### src/hw/rtl/assert_macros.svh
// ----------------------------------------------------------------------------
// Assertion macros
// Concurrent assertion wrappers, compiled out when SYNTHESIS is defined.
// ----------------------------------------------------------------------------
`ifndef ASSERT_MACROS_SVH
`define ASSERT_MACROS_SVH
`ifndef SYNTHESIS
`define ASSERT_PROP(label, clk, rst_n, prop) \
  label: assert property (@(posedge clk) disable iff (!rst_n) (prop)) \
    else $error("%m: assertion failed");
`define ASSERT_NEVER(label, clk, rst_n, expr) \
  `ASSERT_PROP(label, clk, rst_n, !(expr))
`else
`define ASSERT_PROP(label, clk, rst_n, prop)
`define ASSERT_NEVER(label, clk, rst_n, expr)
`endif
`endif

### src/hw/rtl/pcab_pkg.sv
// ----------------------------------------------------------------------------
// PCI config access bridge package
// Codes, command and result beat types and lane helpers.
// ----------------------------------------------------------------------------
package pcab_pkg;

  localparam logic [1:0] SZ_BYTE  = 2'd0;
  localparam logic [1:0] SZ_WORD  = 2'd1;
  localparam logic [1:0] SZ_DWORD = 2'd2;
  localparam logic [1:0] SZ_BAD   = 2'd3;

  localparam logic [0:0] CFG_HOST_BUS  = 1'd0;
  localparam logic [0:0] CFG_SLOT_MASK = 1'd1;

  typedef enum logic [1:0] {
    KIND_REPLY     = 2'd0,
    KIND_DEV_READ  = 2'd1,
    KIND_DEV_WRITE = 2'd2
  } kind_t;

  typedef enum logic [1:0] {
    PEND_NONE = 2'd0,
    PEND_READ = 2'd1,
    PEND_RMW  = 2'd2
  } pend_t;

  typedef enum logic [2:0] {
    OP_REPLY     = 3'd0,
    OP_DEV_READ  = 3'd1,
    OP_DEV_WRITE = 3'd2,
    OP_RMW       = 3'd3,
    OP_RESP      = 3'd4
  } op_t;

  typedef struct packed {
    op_t         op;
    logic [1:0]  lane;
    logic [1:0]  size;
    logic [31:0] addr;
    logic [31:0] data;
  } cmd_t;

  typedef struct packed {
    kind_t       kind;
    logic [31:0] reply_data;
    logic [31:0] target_address;
    logic [1:0]  access_size;
    logic [31:0] write_value;
  } res_t;

  function automatic logic [31:0] size_mask(input logic [1:0] size);
    logic [31:0] m;
    case (size)
      SZ_BYTE: m = 32'h0000_00ff;
      SZ_WORD: m = 32'h0000_ffff;
      default: m = 32'hffff_ffff;
    endcase
    return m;
  endfunction

  function automatic logic [31:0] lane_shl(input logic [31:0] d, input logic [1:0] lane);
    logic [31:0] r;
    case (lane)
      2'd0:    r = d;
      2'd1:    r = {d[23:0], 8'h00};
      2'd2:    r = {d[15:0], 16'h0000};
      default: r = {d[7:0], 24'h000000};
    endcase
    return r;
  endfunction

  function automatic logic [31:0] lane_shr(input logic [31:0] d, input logic [1:0] lane);
    logic [31:0] r;
    case (lane)
      2'd0:    r = d;
      2'd1:    r = {8'h00, d[31:8]};
      2'd2:    r = {16'h0000, d[31:16]};
      default: r = {24'h000000, d[31:24]};
    endcase
    return r;
  endfunction

endpackage

### src/hw/rtl/pcab_fifo.sv
// ----------------------------------------------------------------------------
// PCI config access bridge queue
// Small first-word-fall-through queue; push and pop may share a cycle.
// ----------------------------------------------------------------------------
`include "assert_macros.svh"

module pcab_fifo #(
  parameter int WIDTH = 8,
  parameter int DEPTH = 2   // 2..16
) (
  input  logic             clk,
  input  logic             rst_n,
  input  logic             push,
  input  logic [WIDTH-1:0] push_data,
  output logic             full,
  input  logic             pop,
  output logic [WIDTH-1:0] pop_data,
  output logic             empty
);

  localparam int AW = $clog2(DEPTH);
  localparam int CW = $clog2(DEPTH + 1);

  logic [WIDTH-1:0] mem [DEPTH];
  logic [AW-1:0]    wr_ptr_r, wr_ptr_nxt;
  logic [AW-1:0]    rd_ptr_r, rd_ptr_nxt;
  logic [CW-1:0]    count_r, count_nxt;
  logic             do_push, do_pop;

  assign full     = (count_r == CW'(DEPTH));
  assign empty    = (count_r == '0);
  assign do_push  = push && !full;
  assign do_pop   = pop && !empty;
  assign pop_data = mem[rd_ptr_r];

  always_comb begin
    wr_ptr_nxt = wr_ptr_r;
    rd_ptr_nxt = rd_ptr_r;
    count_nxt  = count_r;
    if (do_push) begin
      wr_ptr_nxt = (wr_ptr_r == AW'(DEPTH - 1)) ? '0 : wr_ptr_r + 1'b1;
    end
    if (do_pop) begin
      rd_ptr_nxt = (rd_ptr_r == AW'(DEPTH - 1)) ? '0 : rd_ptr_r + 1'b1;
    end
    if (do_push && !do_pop) begin
      count_nxt = count_r + 1'b1;
    end else if (do_pop && !do_push) begin
      count_nxt = count_r - 1'b1;
    end
  end

  always_ff @(posedge clk) begin
    if (!rst_n) begin
      wr_ptr_r <= '0;
      rd_ptr_r <= '0;
      count_r  <= '0;
    end else begin
      wr_ptr_r <= wr_ptr_nxt;
      rd_ptr_r <= rd_ptr_nxt;
      count_r  <= count_nxt;
    end
  end

  always_ff @(posedge clk) begin
    if (do_push) begin
      mem[wr_ptr_r] <= push_data;
    end
  end

  `ASSERT_PROP(a_count_bound, clk, rst_n, count_r <= CW'(DEPTH))
  `ASSERT_NEVER(a_push_when_full, clk, rst_n, push && full)
  `ASSERT_PROP(a_fill_one, clk, rst_n, (do_push && !do_pop && empty) |=> (count_r == CW'(1)))

endmodule

### src/hw/rtl/pcab_front.sv
// ----------------------------------------------------------------------------
// PCI config access bridge front end
// Holds config and the address register, classifies each port access.
// ----------------------------------------------------------------------------
module pcab_front #(
  parameter int SLOT_COUNT = 32
) (
  input  logic               clk,
  input  logic               rst_n,
  input  logic               cfg_wr_en,
  input  logic [0:0]         cfg_index,
  input  logic [31:0]        cfg_wdata,
  input  logic               accept,
  input  logic               func,
  input  logic [2:0]         port_offset,
  input  logic [1:0]         size_code,
  input  logic               is_write,
  input  logic [31:0]        write_data,
  input  logic [31:0]        response_data,
  output logic               cmd_push,
  output pcab_pkg::cmd_t     cmd
);

  logic [7:0]  host_bus_r;
  logic [31:0] slot_mask_r;
  logic [31:0] addr_r, addr_nxt;
  logic [1:0]  lane;
  logic [31:0] m;
  logic        legal;
  logic        present;
  logic [4:0]  slot;
  logic        want_cmd;

  assign lane = port_offset[1:0];
  assign m    = pcab_pkg::size_mask(size_code);
  assign slot = addr_r[15:11];

  always_comb begin
    case (size_code)
      pcab_pkg::SZ_BYTE:  legal = 1'b1;
      pcab_pkg::SZ_WORD:  legal = (lane != 2'd3);
      pcab_pkg::SZ_DWORD: legal = (lane == 2'd0);
      default:            legal = 1'b0;
    endcase
  end

  assign present = (addr_r[23:16] == host_bus_r) &&
                   ({1'b0, slot} < 6'(SLOT_COUNT)) && slot_mask_r[slot];

  always_comb begin
    want_cmd  = 1'b0;
    addr_nxt  = addr_r;
    cmd.op    = pcab_pkg::OP_REPLY;
    cmd.lane  = lane;
    cmd.size  = size_code;
    cmd.addr  = addr_r;
    cmd.data  = '0;
    if (func) begin
      want_cmd = 1'b1;
      cmd.op   = pcab_pkg::OP_RESP;
      cmd.data = response_data;
    end else if (!legal) begin
      want_cmd = !is_write;
      cmd.data = 32'hffff_ffff;
    end else if (!port_offset[2]) begin
      if (is_write) begin
        addr_nxt = (addr_r & ~pcab_pkg::lane_shl(m, lane)) |
                   pcab_pkg::lane_shl(write_data & m, lane);
      end else begin
        want_cmd = 1'b1;
        cmd.data = pcab_pkg::lane_shr(addr_r, lane) & m;
      end
    end else if (!present) begin
      want_cmd = !is_write;
      cmd.data = m;
    end else if (!is_write) begin
      want_cmd = 1'b1;
      cmd.op   = pcab_pkg::OP_DEV_READ;
    end else if (lane == 2'd0) begin
      want_cmd = 1'b1;
      cmd.op   = pcab_pkg::OP_DEV_WRITE;
      cmd.data = write_data & m;
    end else begin
      want_cmd = 1'b1;
      cmd.op   = pcab_pkg::OP_RMW;
      cmd.data = write_data & m & 32'h0000_ffff;
    end
  end

  assign cmd_push = accept && want_cmd;

  always_ff @(posedge clk) begin
    if (!rst_n) begin
      host_bus_r  <= '0;
      slot_mask_r <= '0;
      addr_r      <= '0;
    end else begin
      if (cfg_wr_en && cfg_index == pcab_pkg::CFG_HOST_BUS) begin
        host_bus_r <= cfg_wdata[7:0];
      end
      if (cfg_wr_en && cfg_index == pcab_pkg::CFG_SLOT_MASK) begin
        slot_mask_r <= cfg_wdata;
      end
      if (accept) begin
        addr_r <= addr_nxt;
      end
    end
  end

endmodule

### src/hw/rtl/pcab_back.sv
// ----------------------------------------------------------------------------
// PCI config access bridge back end
// Tracks the pending device read and forms result beats.
// ----------------------------------------------------------------------------
`include "assert_macros.svh"

module pcab_back (
  input  logic               clk,
  input  logic               rst_n,
  input  logic               cmd_valid,
  input  pcab_pkg::cmd_t     cmd,
  output logic               cmd_pop,
  input  logic               res_full,
  output logic               res_push,
  output pcab_pkg::res_t     res
);

  pcab_pkg::pend_t pend_kind_r, pend_kind_nxt;
  logic [1:0]      pend_lane_r, pend_lane_nxt;
  logic [1:0]      pend_size_r, pend_size_nxt;
  logic [15:0]     pend_wdata_r, pend_wdata_nxt;
  logic            has_res;
  logic [31:0]     lane_m;

  assign lane_m = pcab_pkg::lane_shl(pcab_pkg::size_mask(pend_size_r), pend_lane_r);

  always_comb begin
    has_res        = 1'b0;
    res            = '0;
    pend_kind_nxt  = pend_kind_r;
    pend_lane_nxt  = pend_lane_r;
    pend_size_nxt  = pend_size_r;
    pend_wdata_nxt = pend_wdata_r;
    case (cmd.op)
      pcab_pkg::OP_REPLY: begin
        has_res        = 1'b1;
        res.kind       = pcab_pkg::KIND_REPLY;
        res.reply_data = cmd.data;
      end
      pcab_pkg::OP_DEV_READ: begin
        has_res            = 1'b1;
        res.kind           = pcab_pkg::KIND_DEV_READ;
        res.target_address = cmd.addr;
        res.access_size    = pcab_pkg::SZ_DWORD;
        pend_kind_nxt      = pcab_pkg::PEND_READ;
        pend_lane_nxt      = cmd.lane;
        pend_size_nxt      = cmd.size;
      end
      pcab_pkg::OP_DEV_WRITE: begin
        has_res            = 1'b1;
        res.kind           = pcab_pkg::KIND_DEV_WRITE;
        res.target_address = cmd.addr;
        res.access_size    = cmd.size;
        res.write_value    = cmd.data;
      end
      pcab_pkg::OP_RMW: begin
        has_res            = 1'b1;
        res.kind           = pcab_pkg::KIND_DEV_READ;
        res.target_address = cmd.addr;
        res.access_size    = pcab_pkg::SZ_DWORD;
        pend_kind_nxt      = pcab_pkg::PEND_RMW;
        pend_lane_nxt      = cmd.lane;
        pend_size_nxt      = cmd.size;
        pend_wdata_nxt     = cmd.data[15:0];
      end
      pcab_pkg::OP_RESP: begin
        pend_kind_nxt = pcab_pkg::PEND_NONE;
        case (pend_kind_r)
          pcab_pkg::PEND_READ: begin
            has_res        = 1'b1;
            res.kind       = pcab_pkg::KIND_REPLY;
            res.reply_data = pcab_pkg::lane_shr(cmd.data, pend_lane_r) &
                             pcab_pkg::size_mask(pend_size_r);
          end
          pcab_pkg::PEND_RMW: begin
            has_res            = 1'b1;
            res.kind           = pcab_pkg::KIND_DEV_WRITE;
            res.target_address = cmd.addr;
            res.access_size    = pcab_pkg::SZ_DWORD;
            res.write_value    = (cmd.data & ~lane_m) |
                                 (pcab_pkg::lane_shl({16'h0000, pend_wdata_r}, pend_lane_r) &
                                  lane_m);
          end
          default: begin
            has_res = 1'b0;
          end
        endcase
      end
      default: begin
        has_res = 1'b0;
      end
    endcase
  end

  assign cmd_pop  = cmd_valid && (!has_res || !res_full);
  assign res_push = cmd_valid && has_res && !res_full;

  always_ff @(posedge clk) begin
    if (!rst_n) begin
      pend_kind_r  <= pcab_pkg::PEND_NONE;
      pend_lane_r  <= '0;
      pend_size_r  <= '0;
      pend_wdata_r <= '0;
    end else if (cmd_pop) begin
      pend_kind_r  <= pend_kind_nxt;
      pend_lane_r  <= pend_lane_nxt;
      pend_size_r  <= pend_size_nxt;
      pend_wdata_r <= pend_wdata_nxt;
    end
  end

  `ASSERT_PROP(a_resp_clears, clk, rst_n,
    (cmd_pop && cmd.op == pcab_pkg::OP_RESP) |=> (pend_kind_r == pcab_pkg::PEND_NONE))
  `ASSERT_PROP(a_rmw_pends, clk, rst_n,
    (cmd_pop && cmd.op == pcab_pkg::OP_RMW) |=> (pend_kind_r == pcab_pkg::PEND_RMW))
  `ASSERT_PROP(a_push_implies_pop, clk, rst_n, res_push |-> cmd_pop)

endmodule

### src/hw/rtl/pci_config_access_bridge_unit.sv
// Path: an accepted access reaches the out_ ports as a result beat by way of the command
// queue and then the result queue, each of them registered, when nothing stalls.
// Throughput: one access per cycle; the back end drains one command per cycle, and
// in_full rises only when the command queue is full behind a stalled result side.
// Reset: synchronous active-low rst_n clears config, the address register, the
// pending device read and both queues; the block takes accesses the cycle after.
// ----------------------------------------------------------------------------
// PCI config access bridge
// Address/data port host bridge: front end decodes CPU port accesses and
// device responses, a command queue decouples it from the back end, which
// tracks the pending device read and forms result beats into a result queue.
// ----------------------------------------------------------------------------
module pci_config_access_bridge_unit #(
  parameter int SLOT_COUNT = 32,  // device slots that may be present, 1..32
  parameter int CMD_DEPTH  = 2,   // command queue entries, 2..16
  parameter int RES_DEPTH  = 2    // result queue entries, 2..16
) (
  input  logic        clk,
  input  logic        rst_n,
  // configuration writes
  input  logic        cfg_wr_en,
  input  logic [0:0]  cfg_index,
  input  logic [31:0] cfg_wdata,
  // input beats
  input  logic        in_push,
  output logic        in_full,
  input  logic        in_func,
  input  logic [2:0]  in_port_offset,
  input  logic [1:0]  in_size_code,
  input  logic        in_is_write,
  input  logic [31:0] in_write_data,
  input  logic [31:0] in_response_data,
  // result beats
  output logic        out_empty,
  input  logic        out_pop,
  output logic [1:0]  out_kind,
  output logic [31:0] out_reply_data,
  output logic [31:0] out_target_address,
  output logic [1:0]  out_access_size,
  output logic [31:0] out_write_value
);

  localparam int CMD_W = $bits(pcab_pkg::cmd_t);
  localparam int RES_W = $bits(pcab_pkg::res_t);

  logic            accept;
  logic            cmd_push;
  pcab_pkg::cmd_t  cmd_in;
  pcab_pkg::cmd_t  cmd_head;
  logic            cmd_empty;
  logic            cmd_pop;
  logic            res_full;
  logic            res_push;
  pcab_pkg::res_t  res_in;
  pcab_pkg::res_t  res_head;

  // Accept whenever the command queue has room; accesses that make no
  // command (address writes, dropped writes) still take the beat.
  assign accept = in_push && !in_full;

  pcab_front #(
    .SLOT_COUNT (SLOT_COUNT)
  ) u_front (
    .clk           (clk),
    .rst_n         (rst_n),
    .cfg_wr_en     (cfg_wr_en),
    .cfg_index     (cfg_index),
    .cfg_wdata     (cfg_wdata),
    .accept        (accept),
    .func          (in_func),
    .port_offset   (in_port_offset),
    .size_code     (in_size_code),
    .is_write      (in_is_write),
    .write_data    (in_write_data),
    .response_data (in_response_data),
    .cmd_push      (cmd_push),
    .cmd           (cmd_in)
  );

  // Command queue between decode and execution.
  pcab_fifo #(
    .WIDTH (CMD_W),
    .DEPTH (CMD_DEPTH)
  ) u_cmd_q (
    .clk       (clk),
    .rst_n     (rst_n),
    .push      (cmd_push),
    .push_data (cmd_in),
    .full      (in_full),
    .pop       (cmd_pop),
    .pop_data  (cmd_head),
    .empty     (cmd_empty)
  );

  pcab_back u_back (
    .clk       (clk),
    .rst_n     (rst_n),
    .cmd_valid (!cmd_empty),
    .cmd       (cmd_head),
    .cmd_pop   (cmd_pop),
    .res_full  (res_full),
    .res_push  (res_push),
    .res       (res_in)
  );

  // Result queue: hold finished beats while the consumer stalls.
  pcab_fifo #(
    .WIDTH (RES_W),
    .DEPTH (RES_DEPTH)
  ) u_res_q (
    .clk       (clk),
    .rst_n     (rst_n),
    .push      (res_push),
    .push_data (res_in),
    .full      (res_full),
    .pop       (out_pop),
    .pop_data  (res_head),
    .empty     (out_empty)
  );

  assign out_kind           = res_head.kind;
  assign out_reply_data     = res_head.reply_data;
  assign out_target_address = res_head.target_address;
  assign out_access_size    = res_head.access_size;
  assign out_write_value    = res_head.write_value;

endmodule

### config.mk
export PLATFORM = sky130hd
export DESIGN_NAME = pci_config_access_bridge_unit
export DESIGN_NICKNAME = d
export VERILOG_FILES = /design/src/hw/rtl/pcab_pkg.sv /design/src/hw/rtl/pcab_fifo.sv /design/src/hw/rtl/pcab_front.sv /design/src/hw/rtl/pcab_back.sv /design/src/hw/rtl/pci_config_access_bridge_unit.sv
export VERILOG_INCLUDE_DIRS = /design/src /design/src/hw/rtl
export SDC_FILE = /design/constraint.sdc
export NUM_CORES = 1
export LEC_CHECK = 0
export BUFFER_PORTS_ARGS = -buffer_cell sky130_fd_sc_hd__buf_4
export CORE_MARGIN = 3
export CORE_UTILIZATION = 50
export CTS_CLUSTER_SIZE = 28
export DETAILED_ROUTE_END_ITERATION = 16
export GPL_ROUTABILITY_DRIVEN = 0
export PLACE_DENSITY_LB_ADDON = 0.15
export SYNTH_ARGS = -nofsm -noshare
export SYNTH_HDL_FRONTEND = slang
export SYNTH_HIERARCHICAL = 1
export SYNTH_SLANG_ARGS = --single-unit
export TNS_END_PERCENT = 100
### constraint.sdc
create_clock -name clk -period 6.9 [get_ports clk]
set_clock_uncertainty 0.15 [all_clocks]
set_input_delay 0.345 -clock clk [delete_from_list [all_inputs] [get_ports clk]]
set_output_delay 0.345 -clock clk [all_outputs]
set_load 0.01 [all_outputs]
# Word level (Yosys, flattened, before mapping)
# Memory sizes are Yosys's and may differ from the RTL's. A register that Yosys moved wholly into a read port is not among the register bits.
# Cells that the tools add are included.
# Widths: inputs -> output; s select.
[totals]
regBits = 102
ramBits = 342
word_cells = 171
n_memories = 2
[classes]
addsub = 8
n_lt_le_gt_ge = 1
n_eq_ne = 17
n_mux = 73
n_bitwise = 13
n_reduce_logical = 44
[mem_list]
columns = ["name", "depth", "width", "read_ports", "rd_clocked_by_memory_dff", "wr", "line", "text"]
rows = [
  ["u_res_q.mem", 2, 100, 1, 1, 1, "pcab_fifo.sv:24", "logic [WIDTH-1:0] mem [DEPTH];"],
  ["u_cmd_q.mem", 2, 71, 1, 1, 1, "pcab_fifo.sv:24", ""],
]
[ops]
columns = ["operator", "count"]
rows = [
  ["$mux 32", 26],
  ["$pmux 32 s3", 6],
  ["$pmux 32 s2", 4],
  ["$and 32x32->32", 6],
  ["$pmux 34 s3", 1],
  ["$mux 66", 1],
  ["$not 32->32", 2],
  ["$or 32x32->32", 2],
  ["$mux 1", 20],
  ["$logic_and 1x1->1", 16],
  ["$mux 3", 5],
  ["$eq 2x2->1 const B", 6],
  ["$logic_not 2->1", 6],
  ["$pmux 2 s3", 2],
  ["$eq 2x1->1 const B", 5],
  ["$logic_not 1->1", 10],
  ["$mux 2", 5],
  ["$eq 8x8->1", 1],
  ["$eq 3x2->1 const B", 2],
  ["$lt 5x6->1 const B", 1],
  ["$reduce_and 2->1", 3],
  ["$bmux 1 s5", 1],
  ["$reduce_and 5->1", 1],
  ["$add 1x1->1 const B", 4],
  ["14 further kinds", 20],
]

# Depth between registers and ports, before layout
[depth]
ltp_word = 13
mapped_depth = 13
ltp_nobuf = 12

# Hierarchy
# The synthesis kept the hierarchy.
[by_module_without_submodules]
columns = ["mod", "n_inst", "cells_per_inst", "area_per_inst_um2", "seq_area_each_um2"]
rows = [
  ["pcab_fifo at u_res_q", 1, 336, 7445.9, 6105.9],
  ["pcab_fifo at u_cmd_q", 1, 246, 5355.1, 4364.2],
  ["pcab_front", 1, 609, 4857.2, 1441.4],
  ["pcab_back", 1, 335, 2725.1, 440.4],
  ["pci_config_access_bridge_unit", 1, 2, 17.5, 0.0],
]

# Worst setup path after synthesis
# Ideal clock, no wire load.
[synth_path]
path_type = "flip-flop to flip-flop"
from = "register with a tool-made name"
to = "memory u_res_q/mem[0][0] (netlist name) (enable)"
setup_ns = 0.542
arrival_time_ns = 5.789
path_slack_ns = 0.419
path_stages_with_launch = 10
path_cell_list = "dfxtp_1 buf_2 buf_4 mux2_2 buf_2 or2_2 o21ai_0 and3b_1 inv_1 nor3_2"
[synth_rtl]
columns = ["element", "line"]
rows = [
  ["end: declaration", "pcab_fifo.sv:24"],
]

# Worst setup path in the final report
[layout_path]
from = "register u_front.addr_r[13]"
to = "memory u_cmd_q/mem[1][58] (netlist name) (enable)"
[layout_via]
elab_chain_len = 11
[layout_lines]
columns = ["element", "line", "text"]
rows = [
  ["start: declaration", "pcab_front.sv:26", "logic [31:0] addr_r, addr_nxt;"],
  ["start signal: assignment", "pcab_front.sv:105", "addr_r <= addr_nxt;"],
  ["$bmux 1 s5", "pcab_front.sv:48", "({1'b0, slot} < 6'(SLOT_COUNT)) && slot_mask_r[slot];"],
  ["$mux 1 (implied by the code)", "pcab_front.sv:48", ""],
  ["$logic_and 1x1->1", "pcab_front.sv:48", ""],
  ["$mux 1", "pcab_front.sv:73", "end else if (!present) begin"],
  ["$mux 1", "pcab_front.sv:65", "end else if (!port_offset[2]) begin"],
  ["$mux 1", "pcab_front.sv:62", "end else if (!legal) begin"],
  ["$mux 1", "pcab_front.sv:58", "if (func) begin"],
  ["$logic_and 1x1->1", "pcab_front.sv:90", "assign cmd_push = accept && want_cmd;"],
  ["via cmd_push", "pci_config_access_bridge_unit.sv:47", "logic cmd_push;"],
  ["$logic_and 1x1->1", "pcab_fifo.sv:32", "assign do_push = push && !full;"],
  ["$mux 1", "pcab_fifo.sv:66", "if (do_push) begin"],
  ["$mux 1 (implied by the code)", "pcab_fifo.sv:67", "mem[wr_ptr_r] <= push_data;"],
  ["end: declaration", "pcab_fifo.sv:24", ""],
]
# The timed path passes the listed nets, and every way through them passes these cells. The select of a mux whose other input is x is not followed.

==> impl_metrics.ini <==
[run_status]
status = completed

[sta]
slew_violations = 0
finalHoldViolCount = 0
final.period_utilization_pct = 63.5
setup_viol = 0
worstMarginPinSlew_ps = 1240
setup_tns_ps = 0
rsz0062_at_grt = false
fmax_mhz = 228
max_slew_margin_pct = 17.1
period_needed_ps = 4380
holdWs_ps = 37.7

[detailed_routing]
drt-initial-drc-count = 1746
wire_per_inst_um = 24.1
first_pass_iters = 6
ant_nets = 0
drt_wl_total_um = 55500
drc_errors = 0
vias_per_cell = 6.04
vias = 13911

[layout]
nets = 1854
post-route-cell-area_sq_mm = 0.0243
syn_to_final_growth_pct = 19.3
fill_cells = 3124
drive_gt1_share_pct = 29.0
fin_cells = 2303
antenna_cells = 0

[die]
chipWidth_um = 208
initial_core_util_pct = 51.0
die_h_um = 208
dieArea_sq_mm = 0.0433
boundaryPins = 211
row_count = 73
core-area_sq_mm = 0.0400

[grt]
track_usage_pct = 25.1
antenna_found_initial = 0
gr-total-overflow = 0
grt_max_degree = 105
grt_pass1_wl_um = 83500
grt_pass1_vias = 13721

[cts]
cts-htree-levels = 2
root_buffer = clkbuf_16
cts_buffer_depth = 3
cts_tree = yes
numClockSinks = 446
clk_latency_ps = 580
cts_resized = 0
cts_inserted_buffers = 46
path_clk_slew_ps = 70

[yosys]
synth_top_family_by_area = compound AO/OA/AOI/OAI gates
synth_ff_type = edfxtp_1
synth_edf_count = 342
synth_area_leader_cell = edfxtp_1
synth_common_cells = edfxtp_1 (342), mux2_2 (171), nand2_1 (133), dfxtp_1 (104), a21boi_0 (64)
synthesis.area_sq_mm = 0.0204
ys_ff_latch = 446
synth-xor-area-share_pct = 0.601
yosys.area_share.simple_pct = 8.72
synth_cells = 1528
synth-seq-area-share_pct = 60.5
async_flop_share_pct = 0
synth_compound_area_share_pct = 14.2
synth_top_area_share_pct = 50.3
synth_fa_ha_area_share_pct = 0.245
yosysMostFrequentCell = edfxtp_1
yosysUniqueCellTypes = 70
ys_warn_count = 6
syn_nets = 1641
synthMuxAreaShare_pct = 12.7
syn_area_per_cell_sq_um = 13.4
synth_top_cells_by_area = edfxtp_1 (50%), dfxtp_1 (10%), mux2_2 (9.4%)

[hold_path]
min_from = in_response_data[20]
hold_path.class = in -> reg
hold_depth = 2

[critical_path]
r2r_end = u_cmd_q/mem[1][58]
end_kind = register
crit_type = reg -> reg
crit_path_start_kind = register
crit_required_ps = 6950
crit_path_cell_trace = mux2i_1, mux4_2, a22o_1, nor3_2, nand3_1, a31oi_1, and3_2, buf_4
slowest_stage = and3_2
r2r-start = u_front/addr_r[13]
crit_fanout = 38
rrSetupSlack_ps = 2520
rr_worst_depth = 8
max_stage_delay_ps = 830
endpoint = u_cmd_q/mem[1][58]
crit_start = u_front/addr_r[13]
arrival_ps = 4440

[run]
cap_violations = 0

[power]
peakVddDrop_uv = 190
power_density_mw_per_mm2 = 346
leakage_nw = 8.28

[place]
placed_area_sq_mm = 0.0222
dpl.hpwl_um = 37900
placed_cells = 2166
io_buffers = 210
layout make-up:
type                    instances  area (sq um)  share of cell area [%]
flip-flops and latches        446         12400                    50.8
multi-input cells             956          7450                    30.6
repair buffers                275          2220                    9.12
clock buffers                  68          1340                    5.49
well taps                     525           657                    2.70
clock inverters                17           245                    1.01
inverters                      16          60.1                   0.247
power breakdown:
group          leakage [nW]  total (mW)  switching (mW)  internal (mW)
clock                 0.778        2.57            1.01           1.57
sequential             4.03        3.52           0.132           3.39
combinational          3.47        2.33            1.30           1.03
flip-flops by register name (all words and copies together) (netlist names), named ones only:
signal / flops
u_back/pend_kind_r: 2
u_back/pend_lane_r: 2
u_back/pend_size_r: 2
u_back/pend_wdata_r: 16
u_cmd_q/count_r: 2
u_cmd_q/mem: 142
u_cmd_q/rd_ptr_r: 1
u_cmd_q/wr_ptr_r: 1
u_front/addr_r: 24
u_front/host_bus_r: 8
u_front/slot_mask_r: 32
u_res_q/count_r: 2
u_res_q/mem: 200
u_res_q/rd_ptr_r: 1
u_res_q/wr_ptr_r: 1
how the worst min path moves through the flow:
stage                                    endpoint  slack, ps
after floorplan                u_cmd_q/mem[0][43]        270
after global routing           u_cmd_q/mem[0][20]         30
after global placement    u_front/slot_mask_r[28]        300
after detailed placement  u_front/slot_mask_r[29]        310
after CTS                      u_cmd_q/mem[0][22]          8
final                          u_cmd_q/mem[1][20]         40
timing repair:
| action | CTS | global route |
|---|---|---|
| endpoints found under the hold margin | 74 | 0 |
| hold buffers | 52 | 0 |
| buffers inserted | 0 | 0 |
| setup endpoints to repair | 0 | 0 |
worst max-delay path, delay by kind of cell, from the launching register on:
family	cells	cell delay, ps
AO/OA/AOI/OAI	2	530
flip-flops	1	810
multiplexers	2	680
buffers and inverters	1	570
AND/OR/NAND/NOR	3	1230
kinds of logic after synthesis:
group | Yosys count
AOI/OAI and AO/OA | 382
xor gates and xnor gates | 14
adders and majority gates | 4
buffers and inverters | 126
DFF | 446
muxes | 221
and+or+nand+nor | 335
metal layers:
metal,wire (um),global-route usage (%),part of all wire [%],vias up
met2,24300,37.9,44,738
met5,0,0,0,-
met1,23700,35.5,43,6737
met3,5280,5.38,9.5,140
met4,2220,10.1,4.0,0
li1,-,-,-,6296
metrics by stage:
stage	power (mW)	setup slack [ps]	util, %
floorplan	5.00	419	-
global placement	5.85	2610	55.6
detailed placement	5.89	2540	55.6
CTS	8.50	2500	60.8
global route	8.78	2300	60.8
finish	8.43	2520	60.8
cell usage in the layout (no fill, tap or decap), types with 12 or more instances in the layout:
cell,instances
dfxtp_1,102
and3_1,13
o21a_1,12
clkbuf_1,14
a22o_1,41
nor2_1,38
edfxtp_1,342
buf_4,221
nor2b_1,42
a21boi_0,64
dlygate4sd3_1,52
mux2i_1,37
o21ai_0,44
a211oi_1,25
xnor2_1,12
a2bb2oi_1,23
and2_1,51
o2bb2ai_1,17
mux2_2,171
o211ai_1,25
a21oi_1,28
inv_1,13
clkbuf_16,48
mux4_2,13
nand2_1,133
a22oi_1,33
o22ai_1,16
nand3_1,26
Note: power is estimated with default switching activity, not from simulation.
